## src/rtl/vbtsc_pkg.sv

```systemverilog
// Shared types, widths and helpers for the brake, traction and stability control unit.
// No dependencies; every other file imports this package.
package vbtsc_pkg;

  // Width of the signed speed fields.
  localparam int SPEED_WIDTH = 16;
  localparam int SLIP_W      = SPEED_WIDTH + 1;
  localparam int OVER_W      = SPEED_WIDTH + 1;
  localparam int YAW_W       = 16;
  localparam int AYAW_W      = YAW_W + 1;
  localparam int GAIN_W      = 7;
  localparam int BYTE_W      = 8;
  localparam int CFG_IDX_W   = 3;

  // A per-lane brake step never needs more than this, since brakes never exceed 255.
  localparam int STEP_W      = 9;
  localparam logic [STEP_W-1:0] STEP_MAX = 9'd256;
  localparam int CALC_W      = 11;

  // Configuration register indexes.
  typedef enum logic [CFG_IDX_W-1:0] {
    REG_SLIP_THRESHOLD = 3'd0,
    REG_SPIN_THRESHOLD = 3'd1,
    REG_YAW_THRESHOLD  = 3'd2,
    REG_SLIP_GAIN      = 3'd3,
    REG_SPIN_GAIN      = 3'd4,
    REG_YAW_GAIN       = 3'd5,
    REG_OUTPUT_LIMIT   = 3'd6
  } cfg_idx_t;

  typedef struct packed {
    logic [BYTE_W-1:0] slip_threshold;
    logic [BYTE_W-1:0] spin_threshold;
    logic [BYTE_W-1:0] yaw_threshold;
    logic [GAIN_W-1:0] slip_gain;
    logic [GAIN_W-1:0] spin_gain;
    logic [GAIN_W-1:0] yaw_gain;
    logic [BYTE_W-1:0] output_limit;
  } cfg_t;

  // Load enables of the three pipeline stages.
  typedef struct packed {
    logic s1;
    logic s2;
    logic s3;
  } pipe_en_t;

  // Stage-two control handed from the merge unit to the wheel lanes.
  typedef struct packed {
    logic              pass1;
    logic              pass2;
    logic [STEP_W-1:0] base_front;
    logic [STEP_W-1:0] base_rl;
    logic [STEP_W-1:0] base_rr;
  } lane_ctl_t;

  // Clamp a signed value into 0..lim.
  function automatic logic [BYTE_W-1:0] clamp_lim(input logic signed [CALC_W-1:0] x,
                                                   input logic [BYTE_W-1:0] lim);
    logic signed [CALC_W-1:0] lim_s;
    lim_s = signed'({{(CALC_W-BYTE_W){1'b0}}, lim});
    if (x < 0) begin
      return '0;
    end else if (x > lim_s) begin
      return lim;
    end else begin
      return x[BYTE_W-1:0];
    end
  endfunction

  // Smaller of a byte and the limit.
  function automatic logic [BYTE_W-1:0] min_lim(input logic [BYTE_W-1:0] x,
                                                 input logic [BYTE_W-1:0] lim);
    return (x > lim) ? lim : x;
  endfunction

endpackage

```

## src/rtl/vbtsc_in_if.sv

```systemverilog
// Input channel of the control unit: one sensor sample per transaction.
// Depends on vbtsc_pkg.
interface vbtsc_in_if import vbtsc_pkg::*; ();
  logic                          valid;
  logic                          ready;
  logic signed [SPEED_WIDTH-1:0] vehicle_speed;
  logic signed [SPEED_WIDTH-1:0] wheel_front_left;
  logic signed [SPEED_WIDTH-1:0] wheel_front_right;
  logic signed [SPEED_WIDTH-1:0] wheel_rear_left;
  logic signed [SPEED_WIDTH-1:0] wheel_rear_right;
  logic signed [YAW_W-1:0]       yaw_rate;
  logic [BYTE_W-1:0]             driver_brake;
  logic [BYTE_W-1:0]             driver_throttle;
  logic                          abs_enable;
  logic                          traction_enable;
  logic                          stability_enable;

  modport source (
    output valid, vehicle_speed, wheel_front_left, wheel_front_right, wheel_rear_left,
           wheel_rear_right, yaw_rate, driver_brake, driver_throttle, abs_enable,
           traction_enable, stability_enable,
    input  ready
  );
  modport sink (
    input  valid, vehicle_speed, wheel_front_left, wheel_front_right, wheel_rear_left,
           wheel_rear_right, yaw_rate, driver_brake, driver_throttle, abs_enable,
           traction_enable, stability_enable,
    output ready
  );
endinterface

```

## src/rtl/vbtsc_out_if.sv

```systemverilog
// Result channel of the control unit: four brake commands and a throttle correction.
// Depends on vbtsc_pkg.
interface vbtsc_out_if import vbtsc_pkg::*; ();
  logic              valid;
  logic              ready;
  logic [BYTE_W-1:0] brake_front_left;
  logic [BYTE_W-1:0] brake_front_right;
  logic [BYTE_W-1:0] brake_rear_left;
  logic [BYTE_W-1:0] brake_rear_right;
  logic [BYTE_W-1:0] throttle_correction;

  modport source (
    output valid, brake_front_left, brake_front_right, brake_rear_left, brake_rear_right,
           throttle_correction,
    input  ready
  );
  modport sink (
    input  valid, brake_front_left, brake_front_right, brake_rear_left, brake_rear_right,
           throttle_correction,
    output ready
  );
endinterface

```

## src/rtl/vbtsc_cfg_if.sv

```systemverilog
// Configuration write channel: register index and write data per transaction.
// Depends on vbtsc_pkg.
interface vbtsc_cfg_if import vbtsc_pkg::*; ();
  logic                 valid;
  logic                 ready;
  logic [CFG_IDX_W-1:0] index;
  logic [BYTE_W-1:0]    data;

  modport source (output valid, index, data, input ready);
  modport sink (input valid, index, data, output ready);
endinterface

```

## src/rtl/vbtsc_cfg.sv

```systemverilog
// Configuration register bank with reset values.
// Depends on vbtsc_pkg and vbtsc_cfg_if.
module vbtsc_cfg import vbtsc_pkg::*; (
  input  logic        clk,
  input  logic        rst_n,
  vbtsc_cfg_if.sink   cfg_ch,
  output cfg_t        cfg
);

  cfg_t cfg_r;

  // Writes are always taken.
  assign cfg_ch.ready = 1'b1;
  assign cfg      = cfg_r;

  // Register decode; an unknown index is dropped.
  always_ff @(posedge clk) begin
    if (!rst_n) begin
      cfg_r.slip_threshold <= 8'd2;
      cfg_r.spin_threshold <= 8'd2;
      cfg_r.yaw_threshold  <= 8'd10;
      cfg_r.slip_gain      <= 7'd20;
      cfg_r.spin_gain      <= 7'd20;
      cfg_r.yaw_gain       <= 7'd15;
      cfg_r.output_limit   <= 8'd100;
    end else if (cfg_ch.valid) begin
      unique case (cfg_ch.index)
        REG_SLIP_THRESHOLD: cfg_r.slip_threshold <= cfg_ch.data;
        REG_SPIN_THRESHOLD: cfg_r.spin_threshold <= cfg_ch.data;
        REG_YAW_THRESHOLD:  cfg_r.yaw_threshold  <= cfg_ch.data;
        REG_SLIP_GAIN:      cfg_r.slip_gain      <= cfg_ch.data[GAIN_W-1:0];
        REG_SPIN_GAIN:      cfg_r.spin_gain      <= cfg_ch.data[GAIN_W-1:0];
        REG_YAW_GAIN:       cfg_r.yaw_gain       <= cfg_ch.data[GAIN_W-1:0];
        REG_OUTPUT_LIMIT:   cfg_r.output_limit   <= cfg_ch.data;
        default: begin
        end
      endcase
    end
  end

endmodule

```

## src/rtl/vbtsc_lane.sv

```systemverilog
// One wheel lane: slip detection, anti-lock brake step and the brake command register.
// Depends on vbtsc_pkg.
module vbtsc_lane import vbtsc_pkg::*; (
  input  logic                          clk,
  input  pipe_en_t                      en,
  input  cfg_t                          cfg,
  input  logic signed [SPEED_WIDTH-1:0] speed,
  input  logic signed [SPEED_WIDTH-1:0] wheel,
  input  logic                          pass1,
  input  logic                          pass2,
  input  logic [STEP_W-1:0]             base,
  output logic [BYTE_W-1:0]             brake
);

  localparam int PROD_W = SLIP_W + GAIN_W + 1;

  logic signed [SLIP_W-1:0] slip_nxt, slip_r;
  logic                     act_nxt, act_r;
  logic signed [PROD_W-1:0] prod;
  logic [STEP_W-1:0]        step_nxt, step_r;
  logic [BYTE_W-1:0]        b1_c, b2_c;
  logic [STEP_W-1:0]        b1, b2;
  logic [BYTE_W-1:0]        brake_nxt, brake_r;

  // Stage one: slip of this wheel below the vehicle speed.
  always_comb begin
    slip_nxt = SLIP_W'(speed) - SLIP_W'(wheel);
    act_nxt  = slip_nxt > signed'({{(SLIP_W-BYTE_W){1'b0}}, cfg.slip_threshold});
  end

  // Stage two: brake release step, saturated since brakes never exceed 255.
  always_comb begin
    prod = PROD_W'(slip_r) * signed'({{(PROD_W-GAIN_W){1'b0}}, cfg.slip_gain});
    if (!act_r) begin
      step_nxt = '0;
    end else if (prod > signed'(PROD_W'(STEP_MAX))) begin
      step_nxt = STEP_MAX;
    end else begin
      step_nxt = prod[STEP_W-1:0];
    end
  end

  // Stage three: up to two release passes, then the final clamp.
  always_comb begin
    b1_c = clamp_lim(signed'(CALC_W'(base)) - signed'(CALC_W'(step_r)), cfg.output_limit);
    b1   = pass1 ? STEP_W'(b1_c) : base;
    b2_c = clamp_lim(signed'(CALC_W'(b1)) - signed'(CALC_W'(step_r)), cfg.output_limit);
    b2   = pass2 ? STEP_W'(b2_c) : b1;
    brake_nxt = clamp_lim(signed'(CALC_W'(b2)), cfg.output_limit);
  end

  always_ff @(posedge clk) begin
    if (en.s1) begin
      slip_r <= slip_nxt;
      act_r  <= act_nxt;
    end
    if (en.s2) begin
      step_r <= step_nxt;
    end
    if (en.s3) begin
      brake_r <= brake_nxt;
    end
  end

  assign brake = brake_r;

endmodule

```

## src/rtl/vbtsc_merge.sv

```systemverilog
// Yaw stability and traction path: builds lane base brakes, pass flags and the throttle
// correction. Depends on vbtsc_pkg.
module vbtsc_merge import vbtsc_pkg::*; (
  input  logic                          clk,
  input  pipe_en_t                      en,
  input  cfg_t                          cfg,
  input  logic signed [SPEED_WIDTH-1:0] speed,
  input  logic signed [SPEED_WIDTH-1:0] wheel_rl,
  input  logic signed [SPEED_WIDTH-1:0] wheel_rr,
  input  logic signed [YAW_W-1:0]       yaw,
  input  logic [BYTE_W-1:0]             dbrake,
  input  logic [BYTE_W-1:0]             throttle,
  input  logic                          abs_en,
  input  logic                          trac_en,
  input  logic                          stab_en,
  output lane_ctl_t                     lane_ctl,
  output logic [BYTE_W-1:0]             corr
);

  localparam int SUM_W   = SPEED_WIDTH + 1;
  localparam int YPROD_W = AYAW_W + GAIN_W;
  localparam int TPROD_W = OVER_W + GAIN_W + 1;

  // Stage one signals.
  logic [AYAW_W-1:0]             ay;
  logic signed [SUM_W-1:0]       rsum;
  logic signed [SUM_W-1:0]       rsum_adj;
  logic signed [SPEED_WIDTH-1:0] avg;
  logic [AYAW_W-1:0]             ex_nxt, ex_r;
  logic                          yaw_act_nxt, yaw_act1_r;
  logic                          yaw_pos1_r, trac1_r, abs2_1_r;
  logic signed [OVER_W-1:0]      over_nxt, over_r;
  logic [BYTE_W-1:0]             dbrake1_r;

  // Stage two signals.
  logic [YPROD_W-1:0]            yprod;
  logic signed [TPROD_W-1:0]     tprod;
  logic                          over_act;
  logic [BYTE_W-1:0]             yc_nxt, yc_r;
  logic [BYTE_W-1:0]             tc_nxt, tc_r;
  logic                          yaw_act2_r, yaw_pos2_r, trac2_r, abs2_2_r;
  logic [BYTE_W-1:0]             dbrake2_r;

  // Stage three signals.
  logic [BYTE_W-1:0]             yc_lim;
  logic [BYTE_W-1:0]             bump;
  logic [BYTE_W-1:0]             corr_nxt, corr_r;

  // Stage one: excess yaw and rear-wheel overspeed.
  always_comb begin
    ay          = yaw[YAW_W-1] ? (AYAW_W'(0) - AYAW_W'(yaw)) : AYAW_W'(yaw);
    yaw_act_nxt = stab_en && (ay > AYAW_W'(cfg.yaw_threshold));
    ex_nxt      = ay - AYAW_W'(cfg.yaw_threshold);
    rsum        = SUM_W'(wheel_rl) + SUM_W'(wheel_rr);
    // Halve with truncation toward zero.
    rsum_adj    = rsum + SUM_W'(rsum[SUM_W-1]);
    avg         = rsum_adj[SUM_W-1:1];
    over_nxt    = OVER_W'(avg) - OVER_W'(speed);
  end

  // Stage two: gain products, saturated to a byte ahead of the limit clamp.
  always_comb begin
    yprod    = YPROD_W'(ex_r) * YPROD_W'(cfg.yaw_gain);
    yc_nxt   = (yprod > YPROD_W'(8'hFF)) ? 8'hFF : yprod[BYTE_W-1:0];
    over_act = over_r > signed'({{(OVER_W-BYTE_W){1'b0}}, cfg.spin_threshold});
    tprod    = TPROD_W'(over_r) * signed'({{(TPROD_W-GAIN_W){1'b0}}, cfg.spin_gain});
    if (!over_act) begin
      tc_nxt = '0;
    end else if (tprod > signed'(TPROD_W'(8'hFF))) begin
      tc_nxt = 8'hFF;
    end else begin
      tc_nxt = tprod[BYTE_W-1:0];
    end
  end

  // Stage three inputs: base brakes of each lane and the correction.
  always_comb begin
    yc_lim = min_lim(yc_r, cfg.output_limit);
    bump   = clamp_lim(signed'(CALC_W'(dbrake2_r)) + signed'(CALC_W'(yc_lim)),
                       cfg.output_limit);
    lane_ctl.pass1      = yaw_act2_r;
    lane_ctl.pass2      = abs2_2_r;
    lane_ctl.base_front = STEP_W'(dbrake2_r);
    lane_ctl.base_rl    = (yaw_act2_r && !yaw_pos2_r) ? STEP_W'(bump) : STEP_W'(dbrake2_r);
    lane_ctl.base_rr    = (yaw_act2_r && yaw_pos2_r) ? STEP_W'(bump) : STEP_W'(dbrake2_r);
    if (trac2_r) begin
      corr_nxt = min_lim(tc_r, cfg.output_limit);
    end else if (yaw_act2_r) begin
      corr_nxt = yc_lim;
    end else begin
      corr_nxt = '0;
    end
  end

  always_ff @(posedge clk) begin
    if (en.s1) begin
      ex_r       <= ex_nxt;
      yaw_act1_r <= yaw_act_nxt;
      yaw_pos1_r <= !yaw[YAW_W-1];
      over_r     <= over_nxt;
      trac1_r    <= trac_en && (throttle != '0);
      abs2_1_r   <= abs_en && (dbrake != '0);
      dbrake1_r  <= dbrake;
    end
    if (en.s2) begin
      yc_r       <= yc_nxt;
      tc_r       <= tc_nxt;
      yaw_act2_r <= yaw_act1_r;
      yaw_pos2_r <= yaw_pos1_r;
      trac2_r    <= trac1_r;
      abs2_2_r   <= abs2_1_r;
      dbrake2_r  <= dbrake1_r;
    end
    if (en.s3) begin
      corr_r <= corr_nxt;
    end
  end

  assign corr = corr_r;

endmodule

```

## src/rtl/vehicle_brake_traction_stability_control_unit.sv

```systemverilog
// Brake, traction and stability control unit: four wheel lanes plus a merge unit.
// A sample goes through the stage-one and stage-two registers to the stage-three output register.
// Throughput is one sample per cycle while out_ch.ready holds; the three-stage pipeline
// moves each stage on its own, so a waiting result does not stop earlier stages from filling.
// Synchronous active-low reset clears the stage valid bits and loads register defaults.
// Depends on vbtsc_pkg, the channel interfaces, vbtsc_cfg, vbtsc_lane and vbtsc_merge.
module vehicle_brake_traction_stability_control_unit import vbtsc_pkg::*; (
  input  logic        clk,
  input  logic        rst_n,
  vbtsc_in_if.sink    in_ch,
  vbtsc_out_if.source out_ch,
  vbtsc_cfg_if.sink   cfg_ch
);

  cfg_t      cfg;
  pipe_en_t  en;
  lane_ctl_t lane_ctl;
  logic      v1_r, v2_r, v3_r;
  logic      free1, free2, free3;

  vbtsc_cfg u_cfg (
    .clk    (clk),
    .rst_n  (rst_n),
    .cfg_ch (cfg_ch),
    .cfg    (cfg)
  );

  // Each stage loads when it is empty or its contents move on.
  always_comb begin
    free3 = !v3_r || out_ch.ready;
    free2 = !v2_r || free3;
    free1 = !v1_r || free2;
    en.s1 = free1;
    en.s2 = free2;
    en.s3 = free3;
  end

  assign in_ch.ready  = free1;
  assign out_ch.valid = v3_r;

  // Stage valid bits.
  always_ff @(posedge clk) begin
    if (!rst_n) begin
      v1_r <= 1'b0;
      v2_r <= 1'b0;
      v3_r <= 1'b0;
    end else begin
      if (free1) begin
        v1_r <= in_ch.valid;
      end
      if (free2) begin
        v2_r <= v1_r;
      end
      if (free3) begin
        v3_r <= v2_r;
      end
    end
  end

  // Wheel lanes.
  vbtsc_lane u_lane_fl (
    .clk   (clk),
    .en    (en),
    .cfg   (cfg),
    .speed (in_ch.vehicle_speed),
    .wheel (in_ch.wheel_front_left),
    .pass1 (lane_ctl.pass1),
    .pass2 (lane_ctl.pass2),
    .base  (lane_ctl.base_front),
    .brake (out_ch.brake_front_left)
  );

  vbtsc_lane u_lane_fr (
    .clk   (clk),
    .en    (en),
    .cfg   (cfg),
    .speed (in_ch.vehicle_speed),
    .wheel (in_ch.wheel_front_right),
    .pass1 (lane_ctl.pass1),
    .pass2 (lane_ctl.pass2),
    .base  (lane_ctl.base_front),
    .brake (out_ch.brake_front_right)
  );

  vbtsc_lane u_lane_rl (
    .clk   (clk),
    .en    (en),
    .cfg   (cfg),
    .speed (in_ch.vehicle_speed),
    .wheel (in_ch.wheel_rear_left),
    .pass1 (lane_ctl.pass1),
    .pass2 (lane_ctl.pass2),
    .base  (lane_ctl.base_rl),
    .brake (out_ch.brake_rear_left)
  );

  vbtsc_lane u_lane_rr (
    .clk   (clk),
    .en    (en),
    .cfg   (cfg),
    .speed (in_ch.vehicle_speed),
    .wheel (in_ch.wheel_rear_right),
    .pass1 (lane_ctl.pass1),
    .pass2 (lane_ctl.pass2),
    .base  (lane_ctl.base_rr),
    .brake (out_ch.brake_rear_right)
  );

  // Yaw and traction merge.
  vbtsc_merge u_merge (
    .clk      (clk),
    .en       (en),
    .cfg      (cfg),
    .speed    (in_ch.vehicle_speed),
    .wheel_rl (in_ch.wheel_rear_left),
    .wheel_rr (in_ch.wheel_rear_right),
    .yaw      (in_ch.yaw_rate),
    .dbrake   (in_ch.driver_brake),
    .throttle (in_ch.driver_throttle),
    .abs_en   (in_ch.abs_enable),
    .trac_en  (in_ch.traction_enable),
    .stab_en  (in_ch.stability_enable),
    .lane_ctl (lane_ctl),
    .corr     (out_ch.throttle_correction)
  );

endmodule
```

## src/flat_wrapper.sv

```systemverilog
// flat-port wrapper written by rule: the top's interface ports become plain ports
module vehicle_brake_traction_stability_control_unit_flat import vbtsc_pkg::*;
  (clk, rst_n, in_ch_valid, in_ch_vehicle_speed, in_ch_wheel_front_left, in_ch_wheel_front_right, in_ch_wheel_rear_left, in_ch_wheel_rear_right, in_ch_yaw_rate, in_ch_driver_brake, in_ch_driver_throttle, in_ch_abs_enable, in_ch_traction_enable, in_ch_stability_enable, in_ch_ready, out_ch_valid, out_ch_brake_front_left, out_ch_brake_front_right, out_ch_brake_rear_left, out_ch_brake_rear_right, out_ch_throttle_correction, out_ch_ready, cfg_ch_valid, cfg_ch_index, cfg_ch_data, cfg_ch_ready);
  vbtsc_in_if in_ch_i ();
  vbtsc_out_if out_ch_i ();
  vbtsc_cfg_if cfg_ch_i ();
  input  logic clk;
  input  logic rst_n;
  input wire logic [$bits(in_ch_i.valid)-1:0] in_ch_valid;
  input wire logic [$bits(in_ch_i.vehicle_speed)-1:0] in_ch_vehicle_speed;
  input wire logic [$bits(in_ch_i.wheel_front_left)-1:0] in_ch_wheel_front_left;
  input wire logic [$bits(in_ch_i.wheel_front_right)-1:0] in_ch_wheel_front_right;
  input wire logic [$bits(in_ch_i.wheel_rear_left)-1:0] in_ch_wheel_rear_left;
  input wire logic [$bits(in_ch_i.wheel_rear_right)-1:0] in_ch_wheel_rear_right;
  input wire logic [$bits(in_ch_i.yaw_rate)-1:0] in_ch_yaw_rate;
  input wire logic [$bits(in_ch_i.driver_brake)-1:0] in_ch_driver_brake;
  input wire logic [$bits(in_ch_i.driver_throttle)-1:0] in_ch_driver_throttle;
  input wire logic [$bits(in_ch_i.abs_enable)-1:0] in_ch_abs_enable;
  input wire logic [$bits(in_ch_i.traction_enable)-1:0] in_ch_traction_enable;
  input wire logic [$bits(in_ch_i.stability_enable)-1:0] in_ch_stability_enable;
  output wire logic [$bits(in_ch_i.ready)-1:0] in_ch_ready;
  output wire logic [$bits(out_ch_i.valid)-1:0] out_ch_valid;
  output wire logic [$bits(out_ch_i.brake_front_left)-1:0] out_ch_brake_front_left;
  output wire logic [$bits(out_ch_i.brake_front_right)-1:0] out_ch_brake_front_right;
  output wire logic [$bits(out_ch_i.brake_rear_left)-1:0] out_ch_brake_rear_left;
  output wire logic [$bits(out_ch_i.brake_rear_right)-1:0] out_ch_brake_rear_right;
  output wire logic [$bits(out_ch_i.throttle_correction)-1:0] out_ch_throttle_correction;
  input wire logic [$bits(out_ch_i.ready)-1:0] out_ch_ready;
  input wire logic [$bits(cfg_ch_i.valid)-1:0] cfg_ch_valid;
  input wire logic [$bits(cfg_ch_i.index)-1:0] cfg_ch_index;
  input wire logic [$bits(cfg_ch_i.data)-1:0] cfg_ch_data;
  output wire logic [$bits(cfg_ch_i.ready)-1:0] cfg_ch_ready;
  assign in_ch_i.valid = in_ch_valid;
  assign in_ch_i.vehicle_speed = in_ch_vehicle_speed;
  assign in_ch_i.wheel_front_left = in_ch_wheel_front_left;
  assign in_ch_i.wheel_front_right = in_ch_wheel_front_right;
  assign in_ch_i.wheel_rear_left = in_ch_wheel_rear_left;
  assign in_ch_i.wheel_rear_right = in_ch_wheel_rear_right;
  assign in_ch_i.yaw_rate = in_ch_yaw_rate;
  assign in_ch_i.driver_brake = in_ch_driver_brake;
  assign in_ch_i.driver_throttle = in_ch_driver_throttle;
  assign in_ch_i.abs_enable = in_ch_abs_enable;
  assign in_ch_i.traction_enable = in_ch_traction_enable;
  assign in_ch_i.stability_enable = in_ch_stability_enable;
  assign in_ch_ready = in_ch_i.ready;
  assign out_ch_valid = out_ch_i.valid;
  assign out_ch_brake_front_left = out_ch_i.brake_front_left;
  assign out_ch_brake_front_right = out_ch_i.brake_front_right;
  assign out_ch_brake_rear_left = out_ch_i.brake_rear_left;
  assign out_ch_brake_rear_right = out_ch_i.brake_rear_right;
  assign out_ch_throttle_correction = out_ch_i.throttle_correction;
  assign out_ch_i.ready = out_ch_ready;
  assign cfg_ch_i.valid = cfg_ch_valid;
  assign cfg_ch_i.index = cfg_ch_index;
  assign cfg_ch_i.data = cfg_ch_data;
  assign cfg_ch_ready = cfg_ch_i.ready;
  vehicle_brake_traction_stability_control_unit u_core (.clk(clk), .rst_n(rst_n), .in_ch(in_ch_i), .out_ch(out_ch_i), .cfg_ch(cfg_ch_i));
endmodule
```

## config.mk

```make
export PLATFORM = sky130hd
export DESIGN_NAME = vehicle_brake_traction_stability_control_unit_flat
export DESIGN_NICKNAME = d
export VERILOG_FILES = /design/src/rtl/vbtsc_pkg.sv /design/src/rtl/vbtsc_in_if.sv /design/src/rtl/vbtsc_out_if.sv /design/src/rtl/vbtsc_cfg_if.sv /design/src/rtl/vbtsc_cfg.sv /design/src/rtl/vbtsc_lane.sv /design/src/rtl/vbtsc_merge.sv /design/src/rtl/vehicle_brake_traction_stability_control_unit.sv /design/src/flat_wrapper.sv
export SDC_FILE = /design/constraint.sdc
export NUM_CORES = 2
export LEC_CHECK = 0
export BUFFER_PORTS_ARGS = -buffer_cell sky130_fd_sc_hd__buf_2
export CORE_MARGIN = 10
export CORE_UTILIZATION = 65
export CTS_CLUSTER_SIZE = 40
export DETAILED_ROUTE_END_ITERATION = 7
export GPL_TIMING_DRIVEN = 0
export MAX_ROUTING_LAYER = met4
export PLACE_DENSITY = 0.81
export SYNTH_ARGS = -nofsm -noshare
export SYNTH_HDL_FRONTEND = slang
export SYNTH_SLANG_ARGS = --single-unit
```

## constraint.sdc

```tcl
create_clock -name clk -period 29.6 [get_ports clk]
set_input_delay 5.92 -clock clk [delete_from_list [all_inputs] [get_ports clk]]
set_output_delay 5.92 -clock clk [all_outputs]
set_load 0.05 [all_outputs]
```

==> summary.txt <==
Finished Cell Area: 53600 um2
Synth warnings: 0
DRC Markers: 0
Lkg Pwr: 25.4 nW
min-delay worst type: reg2reg
Synth area leader: fa_1
Post-CTS Setup Inserts: 0
H-tree Lvls: 2
PD cells: 84.5 nW/um2
Worst-Skew Late Latency: 590 ps
Longest Clk Path Bufs: 3
Final min period: 17480 ps
hold buffers post-CTS: 0
clk_skew: 18.0 ps
outcome: complete, no violations
Final setup viols: 0
Fin Hold WS: 424 ps
layout cells sized above 1: 5.00%
Hold EP: u_core.u_merge.dbrake2_r[6]
ranking of synthesized cells by area: fa_1 22%, ha_1 16%, edfxtp_1 13%, inv_1 7.1%, and2_1 6.1%
CP Capture Type: register
Syn Nets: 7079
fill count: 6052
CTS Buf Count: 37
Synth Register Bits: 278
met3 Resource Use GR: 5.36%
maximum vdd drop: 0.0719 mV
worst reg2reg path depth: 62
Sink Count: 278
Chip Height: 298 um
drt first pass iters: 6
crit path DAT: 17810 ps
RR Startpoint: u_core.u_cfg.cfg[4]
Pins Over Slew Limit: 0
I/O pins: 174
Port Buffers: 169
Async S/R FF share, synth: 0%
Total GRT Usage: 31.4%
post-route ant nets: 0
crit path kind: reg2reg
Slew @ Worst Pin: 1210 ps
routed via count: 42300
post-synthesis sequential area ratio: 15.5%
number of synthesized flops with an enable pin: 222
Core Util, Final: 70.4%
Critical Path Source Type: register
pre-CTS WS: 12770 ps
hold path start: u_core.u_merge.dbrake1_r[6]
Worst Slack Setup Final: 12120 ps
cells after synthesis: 5767
most used cell, CP: ha_1
dpl cell area: 52400 um2
largest net degree at the start of global routing: 65
GRT Max-Usage Layer: met2
area of the multi-input gates: 38300 um2
GRT Residual Overflow: 0
die area: 88800 um2
CP Data Required Time: 29930 ps
flip-flop and latch area: 7790 um2
Reg clk slew, reported paths: 60 ps
first-pass GRT wire length: 222 mm
vias per cell: 6.01
RSZ-0062 raised after global routing: no
final WL: 137 mm
Hold Path Stages: 0
Final Cycle Share: 59.0%
Initial DRC Count: 3016
critical-path maximum fanout: 16
Area Overhead vs Synth: 6.82%
post-synth top area share: 21.7%
CP peak stage delay: 820 ps
synth unique cells: 98
Power Total: 4.53 mW
placed cells: 6969
initial antenna violation count: 1
met2 usage: 50.5%
nets@finish: 7290
row cnt: 101
Final Hold Fails: 0
setup tns final: 0 ps
core area: 76200 um2
r2r endpoint: u_core.u_lane_rr.brake[5]
CTS resizes: 0
Global Route met1 Usage: 39.4%
Initial Util: 65.9%
CP max-delay cell: inv_1
Primary FF master, synth: edfxtp_1
WL per Instance: 19.5 um
post-synthesis average cell area: 8.71 um2
vias in the first global route: 42900
Reg2Reg Setup Slack: 12120 ps
final cell count without fillers: 7039
MaxCap Viol Count: 0
GPL Wtd Cong: 1.00
Mapped Area: 50200 um2
Max transition margin: 19.4%
chip width: 298 um
dpl hpwl: 112 mm
max frequency: 0.0572 GHz
CTS tree: yes
CTS root buf: clkbuf_16
## cells by family after synthesis
group | share of synthesized area, %
other | 0.00747
adders and majority gates | 37.6
AOI/OAI and AO/OA | 14.5
xor gates and xnor gates | 3.63
DFF | 15.5
buffers and inverters | 8.15
and+or+nand+nor | 18.5
muxes | 2.08
## cell type report
| cell class | count | area share [%] |
|---|---|---|
| inverters | 952 | 6.66 |
| clock buffers | 45 | 1.83 |
| diodes | 4 | 0.0187 |
| flip-flops and latches | 278 | 14.5 |
| well taps | 1030 | 2.40 |
| plain buffers | 137 | 0.968 |
| repair buffers | 172 | 1.73 |
| multi-input cells | 4400 | 71.5 |
| clock inverters | 21 | 0.364 |
## registers in the layout (all words and copies together) (netlist names), 9 cells and up
register                 count
u_core.u_cfg.cfg            53
u_core.u_lane_fl.slip_r     17
u_core.u_lane_fl.step_r      9
u_core.u_lane_fr.slip_r     17
u_core.u_lane_fr.step_r      9
u_core.u_lane_rl.slip_r     17
u_core.u_lane_rl.step_r      9
u_core.u_lane_rr.slip_r     17
u_core.u_lane_rr.step_r      9
u_core.u_merge.ex_r         17
u_core.u_merge.over_r       17
## power breakdown
part | switching (mW) | total, mW | internal (mW)
combinational | 2.06 | 3.45 | 1.39
clock | 0.193 | 0.435 | 0.242
sequential | 0.112 | 0.641 | 0.529
## worst max-delay path by stage
stage / startpoint / endpoint / cells after the start
floorplan: out_ch_ready / in_ch_ready / 2
global placement: out_ch_ready / in_ch_ready / 4
detailed placement: u_core.u_cfg.cfg[4] / u_core.u_lane_rr.brake[5] / 62
CTS: u_core.u_cfg.cfg[4] / u_core.u_lane_rr.brake[5] / 62
global route: u_core.u_cfg.cfg[4] / u_core.u_lane_rr.brake[5] / 62
finish: u_core.u_cfg.cfg[4] / u_core.u_lane_rr.brake[5] / 62
## layer usage
metal / routed length, um / part of all wire [%]
met5: 0 / 0
met4: 5420 / 4.0
met3: 11200 / 8.2
met2: 63500 / 46
met1: 56900 / 41
## placed cells by master, fill, tap and decap left out, types with 37 or more instances in the layout
cell type,n
a211oi_1,46
a21boi_0,65
a21o_1,61
a21oi_1,238
and2_1,488
buf_2,170
clkbuf_1,135
clkbuf_16,37
dfxtp_1,56
edfxtp_1,222
fa_1,545
ha_1,636
inv_1,952
mux2i_1,82
nand2_1,526
nand2b_1,67
nand3_1,79
nand4_1,50
nor2_1,271
nor2b_1,82
nor3_1,98
o211ai_1,38
o21a_1,85
o21ai_0,227
o22ai_1,39
xnor2_1,150
xor2_1,58
## worst max-delay path, delay by kind of cell, from the launching register on
family,cells,cell delay (ps)
flops,1,660
simple gates,19,2930
compound gates,25,7100
xor+xnor,2,280
fa+ha+maj,8,2660
buf+inv,4,2070
mux,4,1470
## synth_stat cells (all sizes together), types with 24 or more instances
cell      n
a21boi   65
nand4    50
a211oi   47
nor3     98
edfxtp  222
xnor2   150
a21oi   239
nand2b   67
a21o     61
o21a     85
ha      636
nor4     24
fa      545
nor2b    82
o211ai   38
a31oi    26
clkbuf  130
nor2    271
mux2i    82
dfxtp    56
o22ai    39
or2      28
o31ai    24
o21bai   26
xor2     58
nand3    80
or3      30
o21ai   237
nand2   529
inv     952
and2    488
Note: power is estimated with default switching activity, not from simulation.
